**src/hdl/ssqs_pkg.sv**
```systemverilog
`default_nettype none

package ssqs_pkg;

  localparam int IN_TIME_W     = 24;
  localparam int OUT_TIME_W    = 40;
  localparam int CNT_W         = 32;
  localparam int SUM_W         = 48;
  localparam int FRACTION_BITS = 8;

  localparam logic [63:0] PROBE_RESET_FULL = 64'(400) << FRACTION_BITS;
  localparam logic [OUT_TIME_W-1:0] PROBE_RESET = PROBE_RESET_FULL[OUT_TIME_W-1:0];

  localparam logic [SUM_W-1:0] SUM_MAX = {SUM_W{1'b1}};
  localparam logic [CNT_W-1:0] CNT_MAX = {CNT_W{1'b1}};

  // First field sits in the highest bits.
  typedef struct packed {
    logic [IN_TIME_W-1:0] service_time;
    logic [IN_TIME_W-1:0] interarrival_time;
  } job_t;

  typedef struct packed {
    logic [SUM_W-1:0]      total_service;
    logic [SUM_W-1:0]      total_wait;
    logic [SUM_W-1:0]      total_delay;
    logic [CNT_W-1:0]      present_at_probe;
    logic [CNT_W-1:0]      delayed_jobs;
    logic [OUT_TIME_W-1:0] largest_delay;
    logic [OUT_TIME_W-1:0] departure_out;
    logic [OUT_TIME_W-1:0] node_wait;
    logic [OUT_TIME_W-1:0] queue_delay;
    logic [OUT_TIME_W-1:0] arrival_out;
    logic [CNT_W-1:0]      job_number;
  } result_t;

  localparam int IN_DATA_W  = $bits(job_t);
  localparam int OUT_DATA_W = $bits(result_t);

endpackage

`default_nettype wire

```
**src/hdl/ssqs_in_reg.sv**
```systemverilog
`default_nettype none

module ssqs_in_reg import ssqs_pkg::*; (
  input  wire logic clk,
  input  wire logic rst_n,
  input  wire logic in_tvalid,
  output logic      in_tready,
  input  wire job_t in_job,
  input  wire logic advance,
  output logic      job_valid,
  output job_t      job
);

  logic valid_r, valid_nxt;
  job_t job_r;

  assign in_tready = !valid_r || advance;

  always_comb begin
    valid_nxt = valid_r;
    if (in_tvalid && in_tready) begin
      valid_nxt = 1'b1;
    end else if (advance) begin
      valid_nxt = 1'b0;
    end
  end

  always_ff @(posedge clk) begin
    if (!rst_n) begin
      valid_r <= 1'b0;
    end else begin
      valid_r <= valid_nxt;
    end
  end

  always_ff @(posedge clk) begin
    if (in_tvalid && in_tready) begin
      job_r <= in_job;
    end
  end

  assign job_valid = valid_r;
  assign job       = job_r;

endmodule

`default_nettype wire

```
**src/hdl/ssqs_update.sv**
```systemverilog
`default_nettype none

module ssqs_update import ssqs_pkg::*; #(
  parameter int TIME_BITS = 40
) (
  input  wire logic                  clk,
  input  wire logic                  rst_n,
  input  wire logic                  cfg_valid,
  input  wire logic [OUT_TIME_W-1:0] cfg_data,
  input  wire logic                  step_en,
  input  wire job_t                  job,
  output result_t                    res
);

  localparam int TW1 = TIME_BITS + 1;
  localparam int CW  = (TIME_BITS > OUT_TIME_W) ? TIME_BITS : OUT_TIME_W;
  localparam int SW1 = ((TIME_BITS > SUM_W) ? TIME_BITS : SUM_W) + 1;
  localparam logic [TIME_BITS-1:0] TIME_MAX = {TIME_BITS{1'b1}};

  function automatic logic [CNT_W-1:0] cnt_inc(input logic [CNT_W-1:0] c);
    return (c == CNT_MAX) ? c : c + CNT_W'(1);
  endfunction

  logic [OUT_TIME_W-1:0] probe_time_r;
  logic [TIME_BITS-1:0]  arrival_clock_r, last_departure_r, max_delay_r;
  logic [CNT_W-1:0]      job_cnt_r, delayed_cnt_r, probe_cnt_r;
  logic [SUM_W-1:0]      delay_sum_r, wait_sum_r, service_sum_r;

  logic [TIME_BITS-1:0]  arrival_nxt, departure_nxt, max_delay_nxt;
  logic [CNT_W-1:0]      job_cnt_nxt, delayed_cnt_nxt, probe_cnt_nxt;
  logic [SUM_W-1:0]      delay_sum_nxt, wait_sum_nxt, service_sum_nxt;

  logic [TW1-1:0]        arr_ext, wait_ext, dep_ext;
  logic [TIME_BITS-1:0]  delay, node_wait;
  logic                  late, probe_hit;
  logic [SW1-1:0]        dsum_ext, wsum_ext, ssum_ext;
  logic [CW-1:0]         arr_c, dep_c, probe_c, delay_c, wait_c, max_c;

  always_comb begin
    arr_ext     = TW1'(arrival_clock_r) + TW1'(job.interarrival_time);
    arrival_nxt = arr_ext[TIME_BITS] ? TIME_MAX : arr_ext[TIME_BITS-1:0];

    // Arriving exactly at the last departure is not a delay.
    late  = arrival_nxt < last_departure_r;
    delay = late ? (last_departure_r - arrival_nxt) : '0;

    wait_ext  = TW1'(delay) + TW1'(job.service_time);
    node_wait = wait_ext[TIME_BITS] ? TIME_MAX : wait_ext[TIME_BITS-1:0];

    dep_ext       = TW1'(arrival_nxt) + TW1'(node_wait);
    departure_nxt = dep_ext[TIME_BITS] ? TIME_MAX : dep_ext[TIME_BITS-1:0];

    max_delay_nxt = (delay > max_delay_r) ? delay : max_delay_r;

    arr_c     = CW'(arrival_nxt);
    dep_c     = CW'(departure_nxt);
    probe_c   = CW'(probe_time_r);
    probe_hit = (arr_c <= probe_c) && (dep_c > probe_c);

    job_cnt_nxt     = cnt_inc(job_cnt_r);
    delayed_cnt_nxt = late ? cnt_inc(delayed_cnt_r) : delayed_cnt_r;
    probe_cnt_nxt   = probe_hit ? cnt_inc(probe_cnt_r) : probe_cnt_r;

    dsum_ext = SW1'(delay_sum_r) + SW1'(delay);
    wsum_ext = SW1'(wait_sum_r) + SW1'(node_wait);
    ssum_ext = SW1'(service_sum_r) + SW1'(job.service_time);
    delay_sum_nxt   = (dsum_ext > SW1'(SUM_MAX)) ? SUM_MAX : dsum_ext[SUM_W-1:0];
    wait_sum_nxt    = (wsum_ext > SW1'(SUM_MAX)) ? SUM_MAX : wsum_ext[SUM_W-1:0];
    service_sum_nxt = (ssum_ext > SW1'(SUM_MAX)) ? SUM_MAX : ssum_ext[SUM_W-1:0];

    delay_c = CW'(delay);
    wait_c  = CW'(node_wait);
    max_c   = CW'(max_delay_nxt);

    res.job_number       = job_cnt_nxt;
    res.arrival_out      = arr_c[OUT_TIME_W-1:0];
    res.queue_delay      = delay_c[OUT_TIME_W-1:0];
    res.node_wait        = wait_c[OUT_TIME_W-1:0];
    res.departure_out    = dep_c[OUT_TIME_W-1:0];
    res.largest_delay    = max_c[OUT_TIME_W-1:0];
    res.delayed_jobs     = delayed_cnt_nxt;
    res.present_at_probe = probe_cnt_nxt;
    res.total_delay      = delay_sum_nxt;
    res.total_wait       = wait_sum_nxt;
    res.total_service    = service_sum_nxt;
  end

  always_ff @(posedge clk) begin
    if (!rst_n) begin
      probe_time_r <= PROBE_RESET;
    end else if (cfg_valid) begin
      probe_time_r <= cfg_data;
    end
  end

  always_ff @(posedge clk) begin
    if (!rst_n) begin
      arrival_clock_r  <= '0;
      last_departure_r <= '0;
      max_delay_r      <= '0;
      job_cnt_r        <= '0;
      delayed_cnt_r    <= '0;
      probe_cnt_r      <= '0;
      delay_sum_r      <= '0;
      wait_sum_r       <= '0;
      service_sum_r    <= '0;
    end else if (step_en) begin
      arrival_clock_r  <= arrival_nxt;
      last_departure_r <= departure_nxt;
      max_delay_r      <= max_delay_nxt;
      job_cnt_r        <= job_cnt_nxt;
      delayed_cnt_r    <= delayed_cnt_nxt;
      probe_cnt_r      <= probe_cnt_nxt;
      delay_sum_r      <= delay_sum_nxt;
      wait_sum_r       <= wait_sum_nxt;
      service_sum_r    <= service_sum_nxt;
    end
  end

endmodule

`default_nettype wire

```
**src/hdl/ssqs_out_reg.sv**
```systemverilog
`default_nettype none

module ssqs_out_reg import ssqs_pkg::*; (
  input  wire logic    clk,
  input  wire logic    rst_n,
  input  wire logic    load,
  input  wire result_t res,
  output logic         can_load,
  output logic         out_tvalid,
  input  wire logic    out_tready,
  output result_t      out_res
);

  logic    valid_r, valid_nxt;
  result_t res_r;

  // Refill in the same cycle the held result is taken.
  assign can_load = !valid_r || out_tready;

  always_comb begin
    valid_nxt = valid_r;
    if (load) begin
      valid_nxt = 1'b1;
    end else if (out_tready) begin
      valid_nxt = 1'b0;
    end
  end

  always_ff @(posedge clk) begin
    if (!rst_n) begin
      valid_r <= 1'b0;
    end else begin
      valid_r <= valid_nxt;
    end
  end

  always_ff @(posedge clk) begin
    if (load) begin
      res_r <= res;
    end
  end

  assign out_tvalid = valid_r;
  assign out_res    = res_r;

endmodule

`default_nettype wire

```
**src/hdl/single_server_queue_stats.sv**
```systemverilog
// Channel | Direction | Handshake              | Payload
// in_     | slave     | in_tvalid / in_tready   | in_tdata: interarrival_time, service_time
// out_    | master    | out_tvalid / out_tready | out_tdata: one result record per job
// cfg_    | slave     | cfg_valid / cfg_ready   | cfg_data: probe_time
//
// One job per clock while out_tready is high; out_tvalid comes from the result register.
// The whole Lindley update (arrival, delay, wait, departure, stats) is combinational
// logic between the input register and the result register.
// rst_n is synchronous: clears all statistics, probe_time returns to 400.0.
// A stalled output holds its record and the input register keeps one job.
`default_nettype none

module single_server_queue_stats import ssqs_pkg::*; #(
  parameter int TIME_BITS = 40
) (
  input  wire logic                  clk,
  input  wire logic                  rst_n,
  input  wire logic                  in_tvalid,
  output logic                       in_tready,
  // [23:0] interarrival_time, [47:24] service_time
  input  wire logic [IN_DATA_W-1:0]  in_tdata,
  output logic                       out_tvalid,
  input  wire logic                  out_tready,
  // [31:0] job_number, [71:32] arrival_out, [111:72] queue_delay,
  // [151:112] node_wait, [191:152] departure_out, [231:192] largest_delay,
  // [263:232] delayed_jobs, [295:264] present_at_probe, [343:296] total_delay,
  // [391:344] total_wait, [439:392] total_service
  output logic [OUT_DATA_W-1:0]      out_tdata,
  input  wire logic                  cfg_valid,
  output logic                       cfg_ready,
  input  wire logic [OUT_TIME_W-1:0] cfg_data
);

  job_t    in_job, job;
  logic    job_valid, can_load, advance;
  result_t res, out_res;

  assign in_job    = job_t'(in_tdata);
  assign cfg_ready = 1'b1;
  assign advance   = job_valid && can_load;
  assign out_tdata = out_res;

  ssqs_in_reg u_in_reg (
    .clk       (clk),
    .rst_n     (rst_n),
    .in_tvalid (in_tvalid),
    .in_tready (in_tready),
    .in_job    (in_job),
    .advance   (advance),
    .job_valid (job_valid),
    .job       (job)
  );

  ssqs_update #(
    .TIME_BITS (TIME_BITS)
  ) u_update (
    .clk       (clk),
    .rst_n     (rst_n),
    .cfg_valid (cfg_valid),
    .cfg_data  (cfg_data),
    .step_en   (advance),
    .job       (job),
    .res       (res)
  );

  ssqs_out_reg u_out_reg (
    .clk        (clk),
    .rst_n      (rst_n),
    .load       (advance),
    .res        (res),
    .can_load   (can_load),
    .out_tvalid (out_tvalid),
    .out_tready (out_tready),
    .out_res    (out_res)
  );

endmodule

`default_nettype wire

```
**config.mk**
```make
export PLATFORM = sky130hd
export DESIGN_NAME = single_server_queue_stats
export DESIGN_NICKNAME = d
export VERILOG_FILES = /design/src/hdl/ssqs_pkg.sv /design/src/hdl/ssqs_in_reg.sv /design/src/hdl/ssqs_update.sv /design/src/hdl/ssqs_out_reg.sv /design/src/hdl/single_server_queue_stats.sv
export SDC_FILE = /design/constraint.sdc
export NUM_CORES = 2
export LEC_CHECK = 0
export ABC_AREA = 1
export BUFFER_PORTS_ARGS = -buffer_cell sky130_fd_sc_hd__buf_2
export CAP_MARGIN = 20
export CORE_MARGIN = 2
export CORE_UTILIZATION = 35
export CTS_CLUSTER_SIZE = 28
export DETAILED_ROUTE_END_ITERATION = 6
export SYNTH_ARGS = -nofsm -noshare
export SYNTH_HDL_FRONTEND = slang
export SYNTH_HIERARCHICAL = 1
export SYNTH_SLANG_ARGS = --single-unit
```
**constraint.sdc**
```tcl
create_clock -name clk -period 18.2 [get_ports clk]
set_input_delay 0.91 -clock clk [delete_from_list [all_inputs] [get_ports clk]]
set_output_delay 0.91 -clock clk [all_outputs]
set_load 0.005 [all_outputs]
```
==> Yosys cells after proc, flatten, opt, wreduce, memory -nomap -nowiden <==
Index checks and enable logic that the tools add are counted.
{ "word_totals": {"output_inout_bits": 443, "inputBits": 93, "ff_bits": 890, "word_cells": 71} }
{ "classes": {"addsub": 10, "reduce_logical": 9, "n_lt_le_gt_ge": 7, "n_mux": 17, "n_eq_ne": 3} }
{ "ops": {"columns": ["operator", "count"], "rows": [
  ["two-way mux 40 bit", 5],
  ["two-way mux 32 bit", 5],
  ["greater-than comparator 49 x 48 -> 1 bit, second input constant", 3],
  ["two-way mux 48 bit", 3],
  ["adder 48 x 40 -> 49 bit", 2],
  ["adder 32 x 1 -> 32 bit, second input constant", 3],
  ["== test 32 bit, second input constant", 3],
  ["adder 40 x 24 -> 41 bit", 2],
  ["greater-than comparator 40 bit", 2],
  ["adder 48 x 24 -> 49 bit", 1],
  ["adder 40 x 40 -> 41 bit", 1],
  ["<= comparator 40 bit", 1],
  ["less-than comparator 40 bit", 1],
  ["subtractor 40 bit", 1],
  ["two-way mux 1 bit", 4],
  ["nonzero test 2 bit", 2],
  ["logical AND 1 bit", 3],
  ["logical NOT 1 bit", 2],
  ["logical OR 1 bit", 2]
]} }

==> Depth between registers and ports, before layout <==
{ "depth": {"ltp_word": 11, "depth_mapped": 77} }

==> Modules after synthesis <==
The synthesis kept the hierarchy.
{ "modules_own_cells": {"columns": ["module", "n_inst", "cells_per_inst", "area_per_inst_um2"], "rows": [
  ["ssqs_update", 1, 6778, 39925.8],
  ["ssqs_out_reg", 1, 446, 13259.0],
  ["ssqs_in_reg", 1, 55, 1492.7],
  ["single_server_queue_stats", 1, 4, 18.8]
]} }

==> Least setup slack after synthesis <==
No wires, ideal clock.
{ "synth_path": {"kind": "input to register", "start": "input out_tready", "end": "register u_update.delay_sum_r[47]", "required_time_ns": 18.085, "path_stages": 10, "path_buffers": 3, "path_slack_ns": 5.149, "arrival_ns": 12.935, "path_cell_list": "inv_1 -> nand2_2 -> nand2_1 -> inv_1 -> clkinv_1 -> clkbuf_1 -> clkbuf_1 -> clkbuf_1 -> o21ai_0 -> inv_1"} }
{ "synth_via": {"elab_chain_cells": 2} }
{ "synth_rtl": {"columns": ["item", "line_no", "rtl"], "rows": [
  ["start, declared", "single_server_queue_stats.sv:23", "input wire logic out_tready,"],
  ["logical OR 1 bit", "ssqs_out_reg.sv:18", "assign can_load = !valid_r || out_tready;"],
  ["named net can_load", "single_server_queue_stats.sv:35", "logic job_valid, can_load, advance;"],
  ["logical AND 1 bit", "single_server_queue_stats.sv:40", "assign advance = job_valid && can_load;"],
  ["named net advance", "single_server_queue_stats.sv:35", null],
  ["end signal, assigned", "ssqs_update.sv:114", "delay_sum_r <= delay_sum_nxt;"],
  ["end, declared", "ssqs_update.sv:27", "logic [SUM_W-1:0] delay_sum_r, wait_sum_r, service_sum_r;"]
]} }
The timed path passes the listed nets, and every way through them passes these cells.
A chain may end at the register's enable or synchronous reset.

==> flow_summary_export.csv <==
group,metric,value,unit
die,core_area,155700,um2
grt,grt_use_total,0.2648,
timing,slew_headroom,0.3012,
power_and_ir_drop,p_int,6.352,mW
power_and_ir_drop,p_per_area,210.1,nW/um2
logic_synthesis,synth_most_common_cell,"nand2_1",
timing,setup_violations,0,
timing,setup_slack,2.207,ns
die,std_cell_rows,145,
timing,holdWs,0.3366,ns
die,start_util,0.3514,
cts,clk_latency,0.76,ns
cts,clockBufferDepth,3,
finish,regArea,22700,um2
grt,antenna_found_initial,8,
finish,fill_cells,16200,
power_and_ir_drop,swShare,0.5220,
logic_synthesis,ys_async_sr_fraction,0,
logic_synthesis,synthDistinctLibCells,54,
place,io_buffers,534,
place,place.gp.congestion,0.9865,
finish,multi_input_area,26980,um2
grt,grt_pass1_vias,48350,
logic_synthesis,synth_ff_type,"edfxtp_1",
finish,postLayoutCoreUtil,0.4063,
logic_synthesis,synthCells,7283,
power_and_ir_drop,fin_total_pwr,13.29,mW
run_status,status,"completed",
die,io_pins,536,
worst_hold_path,hold_class,"input pin to register",
routing,drc,0,
worst_hold_path,hold_depth,1,
timing,slew_viol_final,0,
logic_synthesis,yosysTopAreaCellShare,0.2679,
logic_synthesis,synth_edf_count,488,
place,pre_cts_ws,2.521,ns
timing,fmax,62.53,MHz
critical_path,arrival,16.48,ns
timing,clock_skew,0.06835,ns
routing,ant_nets,0,
cts,ctsResizeCount,0,
run,max_cap_violations,0,
die,die_w,399.3,um
power_and_ir_drop,pwr-share-comb,0.597,
die,die_area,159500,um2
power_and_ir_drop,leakage,29.91,nW
grt,grt_pass1_wl,316000,um
critical_path,reg2regPathDepth,61,
logic_synthesis,yosys_warnings,6,
cts,post-cts-setup-buffers,0,
logic_synthesis,synth_nets,7738,
critical_path,crit_fanout,54,
timing,tns,0,ns
logic_synthesis,synth_common_cells,"nand2_1 (1474), inv_1 (1112), nor2_1 (890)",
finish,drive_gt1_frac,0.1081,
timing,finalCritPeriodShare,0.8787,
power_and_ir_drop,p_clk_frac,0.170,
timing,final-hold-violation-count,0,
critical_path,required,18.69,ns
finish,nets,8228,
power_and_ir_drop,switching_power,6.938,mW
place,dp_hpwl,171200,um
routing,routed_wl,217700,um
timing,rsz0062_at_grt,"no",
critical_path,crit_type,"register to register",
timing,layout_min_cycle_time,15.99,ns
routing,first_iter_violations,4632,
logic_synthesis,synth_area_leaders,"edfxtp_1 (27%), dfxtp_1 (15%), nand2_1 (10%)",
cts,htree_levels,3,
cts,clockRootBuffer,"clkbuf_16",
critical_path,critPathMaxStageDelay,0.78,ns
die,fp.dieH,399.3,um
grt,grt_max_degree,149,
routing,drt_pass1_iterations,6,
logic_synthesis,synth_area_per_cell,7.510,um2
power_and_ir_drop,vdd_drop_max,0.1485,mV
routing,avgRoutedWirePerCell,21.94,um
grt,overflow,0,
cts,clk_pin_slew_worst_paths,0.06,ns
critical_path,cp_common_cell,"nand2_1",
cts,hold_buffers,0,
timing,tightestPinTransition,1.048,ns
cts,numCtsBuffers,104,
logic_synthesis,yosysSeqAreaShare,0.4151,
critical_path,crit_slowest_cell,"nand3_1",
cts,cts_tree,"done",
finish,syn2layout_area_growth,15.64,%
cts,clock-sinks,890,
logic_synthesis,synth-seq-cells,890,
routing,avgViaCountPerCell,5.193,
logic_synthesis,yosysTopAreaCell,"edfxtp_1",
critical_path,cp-end-kind,"register",
routing,vias,51530,
logic_synthesis,synth.cell_area,54700,um2
power_and_ir_drop,seq_power_share,0.233,
critical_path,cp-start-kind,"register",
-- cell families after synthesis --
kind of cell / share of synthesized area
other: 0.00006856
XOR/XNOR: 0.04067
adder cells (fa/ha/maj): 0.08377
AO/OA/AOI/OAI: 0.1358
flip-flops: 0.4151
AND/OR/NAND/NOR: 0.2326
buffers and inverters: 0.09207
-- worst max-delay path, delay by kind of cell, from the launching register on --
kind	cells	cell delay [ns]
and+or+nand+nor	36	7.31
buffers and inverters	8	2.40
DFF	1	0.38
adders and majority gates	7	2.80
AOI/OAI and AO/OA	10	2.66
-- power groups by stage --
stage | clock network, mW | logic, mW | registers [mW]
2_1_floorplan | 0 | 4.53 | 3.05
3_3_place_gp | 0 | 7.83 | 3.14
3_5_place_dp | 0 | 7.74 | 3.13
4_1_cts | 2.32 | 7.80 | 3.10
5_1_grt | 2.39 | 8.57 | 3.12
6_report | 2.26 | 7.93 | 3.10
-- final timing paths --
path                   startpoint                     end  slack (ns)
max               u_in_reg/job[0]  u_out_reg/out_res[278]        2.21
max reg2reg       u_in_reg/job[0]  u_out_reg/out_res[278]        2.21
min reg2reg  u_out_reg/out_tvalid    u_out_reg/out_tvalid        0.48
min                   in_tdata[4]         u_in_reg/job[4]        0.34
-- per-stage QoR --
stage	cell area (um2)	instances
after floorplan	54700	7283
after global placement	59500	9722
after detailed placement	59500	9722
after CTS	63190	9918
after global routing	63250	9921
final	63250	9922
-- per-layer routing --
metal | global-route usage | wire (um)
met5 | 0 | 35
met4 | 0.09385 | 8548
met3 | 0.03873 | 13690
met2 | 0.4302 | 99350
met1 | 0.3575 | 96100
-- layout by cell type, fill, tap and decap left out, drive strengths merged, types with 9 or more instances in the layout --
master	netlist	final
o21a	23	23
o211ai	11	11
a31oi	53	53
a21o	38	38
buf	48	578
inv	1126	1139
xor2	162	162
clkinv	4	40
bufinv	0	15
clkbuf	146	123
nor3	106	106
dfxtp	402	402
nand4	85	85
and3	14	14
a21boi	12	12
a21oi	545	545
nand3	359	359
nand2	1486	1486
nor2	911	911
xnor2	92	92
ha	355	355
edfxtp	488	488
nand3b	24	24
or2	26	26
o21bai	42	42
nor4	43	43
o21ai	645	645
clkinvlp	0	9
-- sequential cells by signal, indices dropped and copies added, names as in the netlist, 32 cells and up --
name	cells
u_in_reg/job	48
u_out_reg/out_res	440
u_update/arrival_clock_r	40
u_update/delay_sum_r	48
u_update/delayed_cnt_r	32
u_update/job_cnt_r	32
u_update/last_departure_r	40
u_update/max_delay_r	40
u_update/probe_c	40
u_update/probe_cnt_r	32
u_update/service_sum_r	48
u_update/wait_sum_r	48
-- area by class of cell --
class                           instances  area share
Timing Repair Buffer                  578     0.04809
Inverter                             1130     0.06746
Tap cell                             2058     0.04071
Multi-Input combinational cell       5069      0.4265
Sequential cell                       890      0.3589
Clock buffer                          123     0.04437
Antenna cell                            1  0.00003956
Clock inverter                         73     0.01387
Note: power is estimated with default switching activity, not from simulation.
